[src/sv/ebc_pkg.sv]
package ebc_pkg;

    localparam logic [31:0] DAY_SEC  = 32'd86400;
    localparam logic [31:0] HOUR_SEC = 32'd3600;
    localparam logic [31:0] MIN_SEC  = 32'd60;
    localparam logic [31:0] WEEK_LEN = 32'd7;
    localparam logic [31:0] ZONE_SEC = 32'd3600;

    // 1970 is year offset 0, so a leap year has offset 2 mod 4
    localparam logic [1:0]  LEAP_PHASE    = 2'd2;
    localparam logic [6:0]  BASE_YEAR_OFS = 7'd30;
    localparam logic [6:0]  FALLBACK_YEAR = 7'd26;
    localparam logic [2:0]  WDAY_EPOCH    = 3'd4;
    localparam logic [3:0]  LAST_MONTH    = 4'd11;

    typedef struct packed {
        logic [5:0] sec;
        logic [5:0] min;
        logic [4:0] hour;
        logic [2:0] wday;
        logic [4:0] mday;
        logic [3:0] mon;
        logic [6:0] year_ofs;
    } t_fields;

    typedef struct packed {
        logic [6:0] seconds;
        logic [6:0] minutes;
        logic [5:0] hours;
        logic [2:0] weekday;
        logic [5:0] day;
        logic [4:0] month;
        logic [7:0] year;
    } t_bcd;

    function automatic logic [4:0] month_days(input logic [3:0] mo, input logic leap);
        logic [4:0] md;
        case (mo)
            4'd0:    md = 5'd31;
            4'd1:    md = leap ? 5'd29 : 5'd28;
            4'd2:    md = 5'd31;
            4'd3:    md = 5'd30;
            4'd4:    md = 5'd31;
            4'd5:    md = 5'd30;
            4'd6:    md = 5'd31;
            4'd7:    md = 5'd31;
            4'd8:    md = 5'd30;
            4'd9:    md = 5'd31;
            4'd10:   md = 5'd30;
            4'd11:   md = 5'd31;
            default: md = 5'd31;
        endcase
        return md;
    endfunction

    // tens by reciprocal multiply, exact for values below 100
    function automatic logic [7:0] to_bcd(input logic [6:0] v);
        logic [14:0] prod;
        logic [3:0]  tens;
        logic [6:0]  units;
        prod  = 15'(v) * 15'd205;
        tens  = prod[14:11];
        units = v - 7'(7'(tens) * 7'd10);
        return {tens, units[3:0]};
    endfunction

endpackage

[src/sv/ebc_cmpsub.sv]
module ebc_cmpsub (
    input  logic [31:0] i_a,
    input  logic [31:0] i_b,
    output logic [31:0] o_diff,
    output logic        o_ge
);
    logic [32:0] w_sub;

    // a - b with borrow, ge when no borrow
    assign w_sub  = {1'b0, i_a} - {1'b0, i_b};
    assign o_diff = w_sub[31:0];
    assign o_ge   = ~w_sub[32];

endmodule

[src/sv/ebc_fmt.sv]
module ebc_fmt (
    input  ebc_pkg::t_fields i_fields,
    output ebc_pkg::t_bcd    o_bcd
);
    import ebc_pkg::*;

    logic [6:0] w_year2;
    logic [7:0] w_sec;
    logic [7:0] w_min;
    logic [7:0] w_hour;
    logic [7:0] w_day;
    logic [7:0] w_mon;
    logic [7:0] w_year;

    // years before 2000 fall back; the range never reaches 2100
    assign w_year2 = (i_fields.year_ofs >= BASE_YEAR_OFS) ?
                     7'(i_fields.year_ofs - BASE_YEAR_OFS) : FALLBACK_YEAR;

    assign w_sec  = to_bcd({1'b0, i_fields.sec});
    assign w_min  = to_bcd({1'b0, i_fields.min});
    assign w_hour = to_bcd({2'b0, i_fields.hour});
    assign w_day  = to_bcd({2'b0, i_fields.mday});
    assign w_mon  = to_bcd({3'b0, i_fields.mon});
    assign w_year = to_bcd(w_year2);

    assign o_bcd.seconds = w_sec[6:0];
    assign o_bcd.minutes = w_min[6:0];
    assign o_bcd.hours   = w_hour[5:0];
    assign o_bcd.weekday = i_fields.wday;
    assign o_bcd.day     = w_day[5:0];
    assign o_bcd.month   = w_mon[4:0];
    assign o_bcd.year    = w_year;

endmodule

[src/sv/epoch_to_bcd_calendar.sv]
// channel   | direction | beat marked by               | payload
// ----------+-----------+------------------------------+------------------------------
// command   | in        | start high while busy low    | i_utc_seconds
// result    | out       | o_done, one cycle            | o_seconds_bcd .. o_year_bcd
// config    | in        | i_cfg_valid and o_cfg_ready  | i_zone_offset_hours
//
// one conversion runs on a shared 32-bit compare-subtract unit: 15 day-division steps,
// 5 hour, 6 minute and 12 weekday steps, then one step per year and per month
// o_done pulses for one cycle with the result on the ports; results hold until the next one
// busy drops in the cycle o_done rises, so a new command may be taken alongside it
// the receiver cannot stall; reset clears the sequencer and sets the zone offset to zero
module epoch_to_bcd_calendar (
    input  logic               i_clk,
    input  logic               i_rst_n,
    input  logic               start,
    output logic               busy,
    input  logic [31:0]        i_utc_seconds,
    input  logic               i_cfg_valid,
    output logic               o_cfg_ready,
    input  logic signed [4:0]  i_zone_offset_hours,
    output logic               o_done,
    output logic [6:0]         o_seconds_bcd,
    output logic [6:0]         o_minutes_bcd,
    output logic [5:0]         o_hours_bcd,
    output logic [2:0]         o_weekday_bcd,
    output logic [5:0]         o_day_bcd,
    output logic [4:0]         o_month_bcd,
    output logic [7:0]         o_year_bcd
);
    import ebc_pkg::*;

    typedef enum logic [2:0] {
        S_IDLE, S_DAY, S_HOUR, S_MIN, S_WDAY, S_YEAR, S_MONTH, S_OUT
    } t_state;

    t_state      r_state, n_state;
    logic        r_done;
    logic [31:0] r_off_sec;        // zone offset in seconds, two's complement
    logic [31:0] r_rem,  n_rem;    // running remainder of the current division
    logic [14:0] r_days, n_days;   // days since epoch, later day within month
    logic [4:0]  r_hour, n_hour;
    logic [5:0]  r_min,  n_min;
    logic [5:0]  r_sec,  n_sec;
    logic [2:0]  r_wd,   n_wd;
    logic [6:0]  r_yo,   n_yo;     // years since 1970
    logic [3:0]  r_mo,   n_mo;     // month index from 0
    logic [3:0]  r_step, n_step;   // bit position of the shifted divisor
    t_bcd        r_bcd;

    logic [31:0] w_a;
    logic [31:0] w_b;
    logic [31:0] w_diff;
    logic        w_ge;
    logic        w_leap;
    logic [31:0] w_sum;
    logic [31:0] w_local;
    logic [31:0] w_off_ext;
    t_fields     w_fields;
    t_bcd        w_bcd;

    assign o_cfg_ready = 1'b1;
    assign busy        = (r_state != S_IDLE);

    // local time, negative sums clamp to the epoch
    assign w_sum   = i_utc_seconds + r_off_sec;
    assign w_local = w_sum[31] ? 32'd0 : w_sum;

    assign w_off_ext = 32'(i_zone_offset_hours);

    // within 1970..2038 the only century year is 2000, a leap year
    assign w_leap = (r_yo[1:0] == LEAP_PHASE);

    // operand selection for the shared unit
    always_comb begin
        w_a = r_rem;
        w_b = 32'd0;
        case (r_state)
            S_DAY:   w_b = DAY_SEC << r_step;
            S_HOUR:  w_b = HOUR_SEC << r_step;
            S_MIN:   w_b = MIN_SEC << r_step;
            S_WDAY:  w_b = WEEK_LEN << r_step;
            S_YEAR: begin
                w_a = {17'd0, r_days};
                w_b = w_leap ? 32'd366 : 32'd365;
            end
            S_MONTH: begin
                w_a = {17'd0, r_days};
                w_b = {27'd0, month_days(r_mo, w_leap)};
            end
            default: w_b = 32'd0;
        endcase
    end

    ebc_cmpsub u_cmpsub (
        .i_a    (w_a),
        .i_b    (w_b),
        .o_diff (w_diff),
        .o_ge   (w_ge)
    );

    // sequencer
    always_comb begin
        n_state = r_state;
        n_rem   = r_rem;
        n_days  = r_days;
        n_hour  = r_hour;
        n_min   = r_min;
        n_sec   = r_sec;
        n_wd    = r_wd;
        n_yo    = r_yo;
        n_mo    = r_mo;
        n_step  = r_step;
        case (r_state)
            S_IDLE: begin
                if (start) begin
                    n_rem   = w_local;
                    n_days  = 15'd0;
                    n_step  = 4'd14;
                    n_state = S_DAY;
                end
            end
            S_DAY: begin
                if (w_ge) begin
                    n_rem          = w_diff;
                    n_days[r_step] = 1'b1;
                end
                if (r_step == 4'd0) begin
                    n_hour  = 5'd0;
                    n_step  = 4'd4;
                    n_state = S_HOUR;
                end else begin
                    n_step = r_step - 4'd1;
                end
            end
            S_HOUR: begin
                if (w_ge) begin
                    n_rem               = w_diff;
                    n_hour[r_step[2:0]] = 1'b1;
                end
                if (r_step == 4'd0) begin
                    n_min   = 6'd0;
                    n_step  = 4'd5;
                    n_state = S_MIN;
                end else begin
                    n_step = r_step - 4'd1;
                end
            end
            S_MIN: begin
                if (w_ge) begin
                    n_rem              = w_diff;
                    n_min[r_step[2:0]] = 1'b1;
                end
                if (r_step == 4'd0) begin
                    // seconds are what is left; reuse the remainder for the weekday
                    n_sec   = n_rem[5:0];
                    n_rem   = 32'(r_days) + 32'(WDAY_EPOCH);
                    n_step  = 4'd11;
                    n_state = S_WDAY;
                end else begin
                    n_step = r_step - 4'd1;
                end
            end
            S_WDAY: begin
                if (w_ge) begin
                    n_rem = w_diff;
                end
                if (r_step == 4'd0) begin
                    n_wd    = n_rem[2:0] + 3'd1;
                    n_yo    = 7'd0;
                    n_state = S_YEAR;
                end else begin
                    n_step = r_step - 4'd1;
                end
            end
            S_YEAR: begin
                if (w_ge) begin
                    n_days = w_diff[14:0];
                    n_yo   = r_yo + 7'd1;
                end else begin
                    n_mo    = 4'd0;
                    n_state = S_MONTH;
                end
            end
            S_MONTH: begin
                if (w_ge && (r_mo != LAST_MONTH)) begin
                    n_days = w_diff[14:0];
                    n_mo   = r_mo + 4'd1;
                end else begin
                    n_state = S_OUT;
                end
            end
            S_OUT:   n_state = S_IDLE;
            default: n_state = S_IDLE;
        endcase
    end

    assign w_fields.sec      = r_sec;
    assign w_fields.min      = r_min;
    assign w_fields.hour     = r_hour;
    assign w_fields.wday     = r_wd;
    assign w_fields.mday     = r_days[4:0] + 5'd1;
    assign w_fields.mon      = r_mo + 4'd1;
    assign w_fields.year_ofs = r_yo;

    ebc_fmt u_fmt (
        .i_fields (w_fields),
        .o_bcd    (w_bcd)
    );

    always_ff @(posedge i_clk) begin
        if (!i_rst_n) begin
            r_state   <= S_IDLE;
            r_done    <= 1'b0;
            r_off_sec <= 32'd0;
        end else begin
            r_state <= n_state;
            r_done  <= (r_state == S_OUT);
            if (i_cfg_valid && o_cfg_ready) begin
                r_off_sec <= 32'(w_off_ext * ZONE_SEC);
            end
        end
        r_rem  <= n_rem;
        r_days <= n_days;
        r_hour <= n_hour;
        r_min  <= n_min;
        r_sec  <= n_sec;
        r_wd   <= n_wd;
        r_yo   <= n_yo;
        r_mo   <= n_mo;
        r_step <= n_step;
        if (r_state == S_OUT) begin
            r_bcd <= w_bcd;
        end
    end

    assign o_done        = r_done;
    assign o_seconds_bcd = r_bcd.seconds;
    assign o_minutes_bcd = r_bcd.minutes;
    assign o_hours_bcd   = r_bcd.hours;
    assign o_weekday_bcd = r_bcd.weekday;
    assign o_day_bcd     = r_bcd.day;
    assign o_month_bcd   = r_bcd.month;
    assign o_year_bcd    = r_bcd.year;

    // a taken command keeps the block busy
    a_busy_after_start: assert property (@(posedge i_clk) disable iff (!i_rst_n)
        start && !busy |=> busy)
        else $error("busy not raised after command");

    // each result is a single pulse
    a_done_pulse: assert property (@(posedge i_clk) disable iff (!i_rst_n)
        o_done |=> !o_done)
        else $error("result strobe longer than one cycle");

    // the month walk never passes december
    a_month_range: assert property (@(posedge i_clk) disable iff (!i_rst_n)
        (r_state == S_MONTH) |-> (r_mo <= LAST_MONTH))
        else $error("month index out of range");

    // 31-bit local time cannot pass 2038
    a_year_range: assert property (@(posedge i_clk) disable iff (!i_rst_n)
        (r_state == S_YEAR) |-> (r_yo <= 7'd68))
        else $error("year count out of range");

    a_weekday_nonzero: assert property (@(posedge i_clk) disable iff (!i_rst_n)
        o_done |-> (o_weekday_bcd != 3'd0))
        else $error("weekday zero on result");

endmodule

[config.mk]
export PLATFORM = sky130hd
export DESIGN_NAME = epoch_to_bcd_calendar
export DESIGN_NICKNAME = d
export VERILOG_FILES = /design/src/sv/ebc_pkg.sv /design/src/sv/ebc_cmpsub.sv /design/src/sv/ebc_fmt.sv /design/src/sv/epoch_to_bcd_calendar.sv
export SDC_FILE = /design/constraint.sdc
export NUM_CORES = 1
export LEC_CHECK = 0
export BUFFER_PORTS_ARGS = -buffer_cell sky130_fd_sc_hd__buf_4
export CORE_ASPECT_RATIO = 0.7
export CORE_MARGIN = 2
export CORE_UTILIZATION = 61
export CTS_CLUSTER_DIAMETER = 30
export CTS_CLUSTER_SIZE = 40
export DETAILED_ROUTE_END_ITERATION = 10
export GPL_TIMING_DRIVEN = 0
export PLACE_DENSITY = 0.8
export SKIP_LAST_GASP = 1
export SLEW_MARGIN = 10
export SYNTH_ARGS = -nofsm -noshare
export SYNTH_HDL_FRONTEND = slang
export SYNTH_HIERARCHICAL = 1
export SYNTH_SLANG_ARGS = --single-unit
[constraint.sdc]
create_clock -name i_clk -period 6.1 [get_ports i_clk]
set_input_delay 1.22 -clock i_clk [delete_from_list [all_inputs] [get_ports i_clk]]
set_output_delay 1.22 -clock i_clk [all_outputs]
set_load 0.02 [all_outputs]
# After elaboration in Yosys (flattened, before gate mapping)

Cells that the tools add are included.

Input port bits: 41
Register bits: 156
Logic and storage cells: 160
Output and inout bits: 45

Eq/ne operators: 27
Shift operators: 4
Magnitude comparators: 5
Mux-type cells: 47
$mul: 13
Reduce and logical (&&, ||, !) cells: 26
Add/subtract/negate cells: 15
Bitwise operators: 4

Operator list:

| cell                    | number |
|---|---|
| $pmux W32 S6            | 1 |
| $mux W32                | 5 |
| $pmux W32 S4            | 1 |
| $mux W15                | 4 |
| $pmux W15 S4            | 1 |
| $sub A32 B32 Y33        | 1 |
| $add A32 B32 Y32        | 1 |
| $mul A32 B8 Y28 const B | 1 |
| $shl A12 B4 Y32 const A | 1 |
| $shl A17 B4 Y32 const A | 1 |
| $shl A3 B4 Y32 const A  | 1 |
| $shl A6 B4 Y32 const A  | 1 |
| $mux W31                | 1 |
| $mul A6 B8 Y14 const B  | 2 |
| $mux W4                 | 7 |
| $mul A5 B8 Y13 const B  | 2 |
| $ne A2 B2 Y1 const B    | 12 |
| $pmux W3 S8             | 1 |
| $sub A4 B4 Y4           | 6 |
| $mux W3                 | 7 |
| $mux W7                 | 3 |
| $pmux W4 S5             | 1 |
| $add A15 B3 Y16 const B | 1 |
| $mul A7 B8 Y15 const B  | 1 |
| 54 further kinds        | 78 |

# Logic depth before layout (Yosys ltp)

Depth in word-level cells: 9
Mapped depth: 27
Mapped depth without buffers: 25

# Modules after synthesis

The synthesis kept the hierarchy.

Modules (own cells, without submodules):

| module                | cells an instance | seq. area each (sq um) | area each (sq um) | instances |
|---|---|---|---|---|
| epoch_to_bcd_calendar | 1064              | 4324.1                 | 10233.6           | 1 |
| ebc_fmt               | 435               | 0.0                    | 3907.5            | 1 |
| ebc_cmpsub            | 244               | 0.0                    | 1710.4            | 1 |

# Worst setup path before layout

Ideal clock, no wire load.

Kind: flip-flop to flip-flop
Start: register r_state[2]
End: register r_wd[2], data pin
Path buffers: 6
Cell stages (with the launch flop): 23
Arrival: 4.996 ns
Period minus slack after synthesis: 5.253 ns
Path slack: 0.847 ns
Data required time: 5.843 ns
Library setup time: 0.257 ns
Path through: dfxtp_1 clkbuf_1 clkbuf_1 and2_1 nor2_1 clkbuf_1 buf_1 a211oi_1 inv_1 ha_1 nand4_1 or4_1 o22ai_2 a31oi_1 o21ai_1 a31oi_1 o21ai_1 clkbuf_1 clkbuf_1 mux2i_1 inv_1 ha_1 xor2_1

Elaborated cells between the ends (all ways): 13
Classes of those cells: 2 x add/sub; 6 x eq/ne; 4 x mux; 1 x reduce/logical

RTL lines:

| element                              | line                         | text |
|---|---|---|
| from (decl)                          | epoch_to_bcd_calendar.sv:36  | `t_state r_state, n_state;` |
| from (signal assigned)               | epoch_to_bcd_calendar.sv:216 | `r_state <= n_state;` |
| $eq A3 B3 Y1 (tied with other cells) | epoch_to_bcd_calendar.sv:77  | `case (r_state)` |
| $pmux W32 S6 (*)                     | epoch_to_bcd_calendar.sv:77  |  |
| net w_b[13]                          | epoch_to_bcd_calendar.sv:51  | `logic [31:0] w_b;` |
| $sub A32 B32 Y33 (*)                 | ebc_cmpsub.sv:10             | `assign w_sub = {1'b0, i_a} - {1'b0, i_b};` |
| $mux W32 (*)                         | --                           |  |
| $mux W32 (*)                         | epoch_to_bcd_calendar.sv:113 | `case (r_state)` |
| $add A3 B1 Y3 (*)                    | epoch_to_bcd_calendar.sv:168 | `n_wd = n_rem[2:0] + 3'd1;` |
| to (signal assigned)                 | epoch_to_bcd_calendar.sv:227 | `r_wd <= n_wd;` |
| to (decl)                            | epoch_to_bcd_calendar.sv:44  | `logic [2:0] r_wd, n_wd;` |

The timed path passes the listed nets; every way through them passes the cells marked *. The select of a mux whose other input is x is not followed.
A chain may end at the register's enable or synchronous reset.

# Worst setup path in the final report

Start: register r_state[0]
End: register r_state[1]

Elaborated cells between the ends (all ways): 23
Classes of those cells: 1 x add/sub; 14 x eq/ne; 3 x mux; 1 x bitwise; 4 x reduce/logical

RTL lines:

| element                                | line                         | text |
|---|---|---|
| $eq A3 B3 Y1 (tied with other cells)   | epoch_to_bcd_calendar.sv:77  |  |
| $pmux W32 S6 (*)                       | epoch_to_bcd_calendar.sv:77  |  |
| net w_b[9]                             | epoch_to_bcd_calendar.sv:51  |  |
| $sub A32 B32 Y33 (*)                   | ebc_cmpsub.sv:10             |  |
| $not A1 Y1 (*)                         | ebc_cmpsub.sv:12             | `assign o_ge = ~w_sub[32];` |
| net w_ge                               | epoch_to_bcd_calendar.sv:53  | `logic w_ge;` |
| $logic_and A1 B1 Y1 (*)                | epoch_to_bcd_calendar.sv:185 | `if (w_ge && (r_mo != LAST_MONTH)) begin` |
| $ne A2 B2 Y1 (no source line) (*)      | --                           |  |
| $reduce_and A7 Y1 (no source line) (*) | --                           |  |

The timed path passes the listed nets; every way through them passes the cells marked *.

==> summary.txt <==
Floorplanning
  • Die extent in y: 138.9 um
  • Initial Util: 0.6185
  • Die width: 196.7 um
  • Site Rows: 49
  • Area of the die: roughly 27000 um^2
  • Core region area: about 26000 um^2
  • Total I/O pin count: 86

Logic synthesis
  • Share of synthesized flip-flops with an asynchronous set or reset: 0
  • Predominant post-synthesis flop cell: edfxtp_1
  • Synth Instances: 1743
  • Number of enable flip-flop cells after synthesis: 124
  • Post-synthesis register bit count: ~150
  • Post-synth cell types: 91
  • Post-synth design cell area: 15850 um^2
  • Synth top area cells: edfxtp_1 23%, ha_1 20%, xnor2_1 4.7%
  • Top cell type's share of synthesized area: 0.2349
  • Top post-synthesis cells by count: 250 x ha_1, 190 x inv_1, 157 x nand2_1, 124 x edfxtp_1, 120 x nor2_1
  • Post-Syn Nets: 2070
  • Most frequently used cell type in the post-synthesis netlist: ha_1
  • Post-synthesis sequential area ratio: 0.2728
  • Library cell with the largest summed area after synthesis: edfxtp_1
  • Mean post-synth cell area: 9.094 um^2
  • Warnings, synthesis: 6

Clock network
  • CTS tree: yes
  • Clock latency of the later-clocked register in the worst-skew pair: between 0.4 and 0.5 ns
  • Sinks on the clock net: 154
  • CTS H-tree depth: 4
  • Buffer depth of the longest clock path: 2
  • CTS root buf: clkbuf_16
  • Number of buffers created by CTS: 17
  • Count of hold buffers inserted by post-cts repair: 0
  • Clock-pin slew of the registers on the worst-case setup and hold paths: 0.07 ns

Drt
  • Detail Route Antenna Nets: 0
  • Pre-Repair DR Iteration Count: 5
  • Detailed-route wire length: 43180 um
  • Number of remaining DRC errors: 0
  • Routed len/inst: 19.69 um
  • Average via count per standard cell: 6.113
  • Initial detailed-routing violation count: 1172
  • Via Count: 13410

STA
  • Number of failing hold endpoints at the final stage: 0
  • Worst-case headroom to the max-slew limit: 0.2753
  • Fmax: 166.6 MHz
  • Least-Margin Pin Slew: approximately 1.1 ns
  • RSZ-0062 raised after global routing: yes
  • Maximum clock skew at final layout: 0.01094 ns
  • Min Tclk post-route: 6.002 ns
  • Final critical-path share of the clock period: 0.9840
  • Final Slew Violations: 0
  • Sum of negative setup slack: 0 ns
  • Setup violators final: 0

Global routing
  • First-pass GRT wire length: between 60000 and 70000 um
  • Maximum number of pins on one net before global-route repair: 32
  • Gr ovfl total: 0
  • Overall global routing resource usage: 0.3222
  • Initial antenna violation count: 0
  • Number of global-route vias before repair: roughly 13000

Worst setup path
  • Worst setup path startpoint: r_state[0]
  • Most used cell along the critical path: nand2_1
  • CP arrival: 6.35 ns
  • Endpoint of the most critical register-to-register path: r_state[1]
  • Kind of start point of the critical path: flop
  • Capturing element type of the critical path: flop
  • Worst R2R Path Depth: 24
  • Worst path max stage delay: ~0.60 ns
  • Setup CP Type: reg2reg
  • Worst EP required: 6.44 ns
  • CP Cell Sequence: nor2_2 > nand2_1 > nand2_1 > nor3_1 > a311oi_1 > a211oi_1 > inv_1 > ha_1 > a21oi_1 > nor3_1 > a311oi_2 > o22ai_2 > a31oi_1 > o21ai_1 > a31oi_1 > o21ai_1 > clkbuf_4 > nand2_1 > o21ai_0 > a21oi_1 > o221ai_1 > or2_2 > xnor2_1 > and2_1
  • Launch instance of the worst register-to-register path: r_state[0]
  • Slowest cell on the critical path: a311oi_1
  • Biggest fanout along the worst timing path: 10
  • Flop-to-flop setup slack: 0.1 ns

Finish
  • Signed area change from the synthesized netlist to the final layout: 11.52%
  • Antenna diode instance count: 0
  • Layout cells sized above 1: 0.1192
  • Post-layout net count: 2176
  • Number of fill cells in the layout: 2049
  • Summed area of non-filler cells in the final layout: between 15000 and 20000 um^2
  • Post-route core utilization: 0.6898
  • Register Area: around 4300 um^2
  • Total area of multi-input combinational cells: 10560 um^2

Power
  • Internal power: between 4000 and 5000 uW
  • Part of the power in combinational logic: 0.662
  • Clock power frac: 0.130
  • Share of total power consumed by net switching: 0.4751
  • Relative contribution of sequential cells to total power: 0.208
  • Lkg Pwr: 0.008025 uW
  • Pwr/cell area: approximately 470 nW/um^2
  • Power spent charging and discharging nets: 3976 uW
  • Pwr Total: 8369 uW
  • Peak ir drop on the vdd network: 323.5 uV

Flow run
  • Maximum Capacitance Violations: 0

Run status
  • Run status: finished, final reports clean

Hold path
  • Start point of the worst min-delay path: r_off_sec[28]
  • Number of cells on the worst hold path: 1
  • Class of the worst hold path: reg2reg
  • Min-Delay Endpoint: r_off_sec[28]

Placed design
  • Final weighted congestion in routability-driven placement: 0.9948
  • Hpwl dp: 33750 um
  • Placement Cell Area: 16970 um^2
  • Quantity of I/O buffers inserted on ports: 82
==> worst max-delay path, delay by kind of cell, from the launching register on <==
| family | cells | cell delay (ns) |
|---|---|---|
| buffers and inverters | 2 | 0.41 |
| XOR/XNOR | 1 | 0.12 |
| AO/OA/AOI/OAI | 12 | 2.94 |
| AND/OR/NAND/NOR | 8 | 1.73 |
| adder cells (fa/ha/maj) | 1 | 0.32 |
| flip-flops | 1 | 0.36 |
==> per-stage QoR <==
stage / cells / setup WS [ns] / hold WS [ns]
finish: 2193 / 0.09772 / 0.4654
global route: 2193 / -0.04694 / 0.4920
global placement: 2156 / -1.231 / 0.4389
CTS: 2190 / -0.05611 / 0.4651
detailed placement: 2159 / -1.233 / 0.4479
floorplan: 1743 / 0.8467 / 0.4307
==> layer usage <==
metal | track usage | part of all wire
met1 | 0.4539 | 0.45
met2 | 0.4968 | 0.44
met3 | 0.08706 | 0.10
met4 | 0.07281 | 0.012
met5 | 0 | 0
==> power by group through the flow <==
stage / Sequential [uW] / Clock, uW / Combinational [uW]
6_report: 1740 / 1090 / 5540
5_1_grt: 1760 / 1130 / 6100
4_1_cts: 1730 / 1100 / 5370
3_5_place_dp: 1740 / 0 / 5280
3_3_place_gp: 1740 / 0 / 5090
2_1_floorplan: 1680 / 0 / 3970
==> cells in the final DEF, fill, tap and decap left out, types with 10 or more instances in the layout <==
cell type  netlist  final
a21o_1          31     31
inv_1          190    190
clkbuf_16        0     17
o21a_1          21     21
xor2_1          44     44
edfxtp_1       124    124
nor2b_1         33     33
a31oi_1         17     17
nand4_1         10     10
a211oi_1        18     18
xnor2_1         85     85
nand2_1        157    156
buf_4           10     96
nor2_1         120    112
a21oi_1        106    106
nor3_1          21     20
o21ai_0         68     67
and2_1          30     29
nand2b_1        14     13
dfxtp_1         30     30
mux2i_1         47     44
ha_1           250    250
fa_1            36     36
o21ai_1         12     13
clkbuf_1        40     26
nand3_1         29     29
and3_1          12     12
clkbuf_2         0     13
o22ai_1         15     14
==> flip-flops by register name, summed over array words and instances, names as in the netlist <==
register,count
r_step,4
r_min,6
r_rem,32
o_minutes_bcd,7
o_weekday_bcd,3
o_year_bcd,8
r_off_sec,26
o_seconds_bcd,7
o_month_bcd,5
r_days,15
r_wd,3
o_hours_bcd,6
o_done,1
o_day_bcd,6
r_mo,4
r_state,3
r_yo,7
r_sec,6
r_hour,5
==> final cells by class <==
class	count	share of cell area
Inverter	192	0.04098
Sequential cell	154	0.2446
Timing Repair Buffer	89	0.04006
Multi-Input combinational cell	1328	0.5973
Tap cell	331	0.02343
Buffer	67	0.02095
Clock buffer	19	0.02449
Clock inverter	13	0.008211
==> cells by family after synthesis <==
group / share of synthesized area
AND/OR/NAND/NOR: 0.1387
AO/OA/AOI/OAI: 0.1730
adder cells (fa/ha/maj): 0.2428
buffers and inverters: 0.06693
flip-flops: 0.2728
XOR/XNOR: 0.07230
multiplexers: 0.03323
other: 0.0002366
==> worst max-delay path by stage <==
stage / end / slack [ns] / depth (start not counted)
floorplan: r_wd[2] / 0.85 / 22
global placement: r_wd[2] / -1.23 / 20
detailed placement: r_wd[2] / -1.23 / 22
CTS: r_wd[2] / -0.06 / 22
global route: r_state[1] / -0.05 / 26
finish: r_state[1] / 0.1 / 24
==> timing repair <==
| item | in CTS | in global routing |
|---|---|---|
| buffers inserted | 0 | 4 |
| endpoints found under the setup margin | 75 | 74 |
| pin swaps | 0 | 1 |
| resized for setup | 21 | 28 |
(Power assumes the default switching activity.)
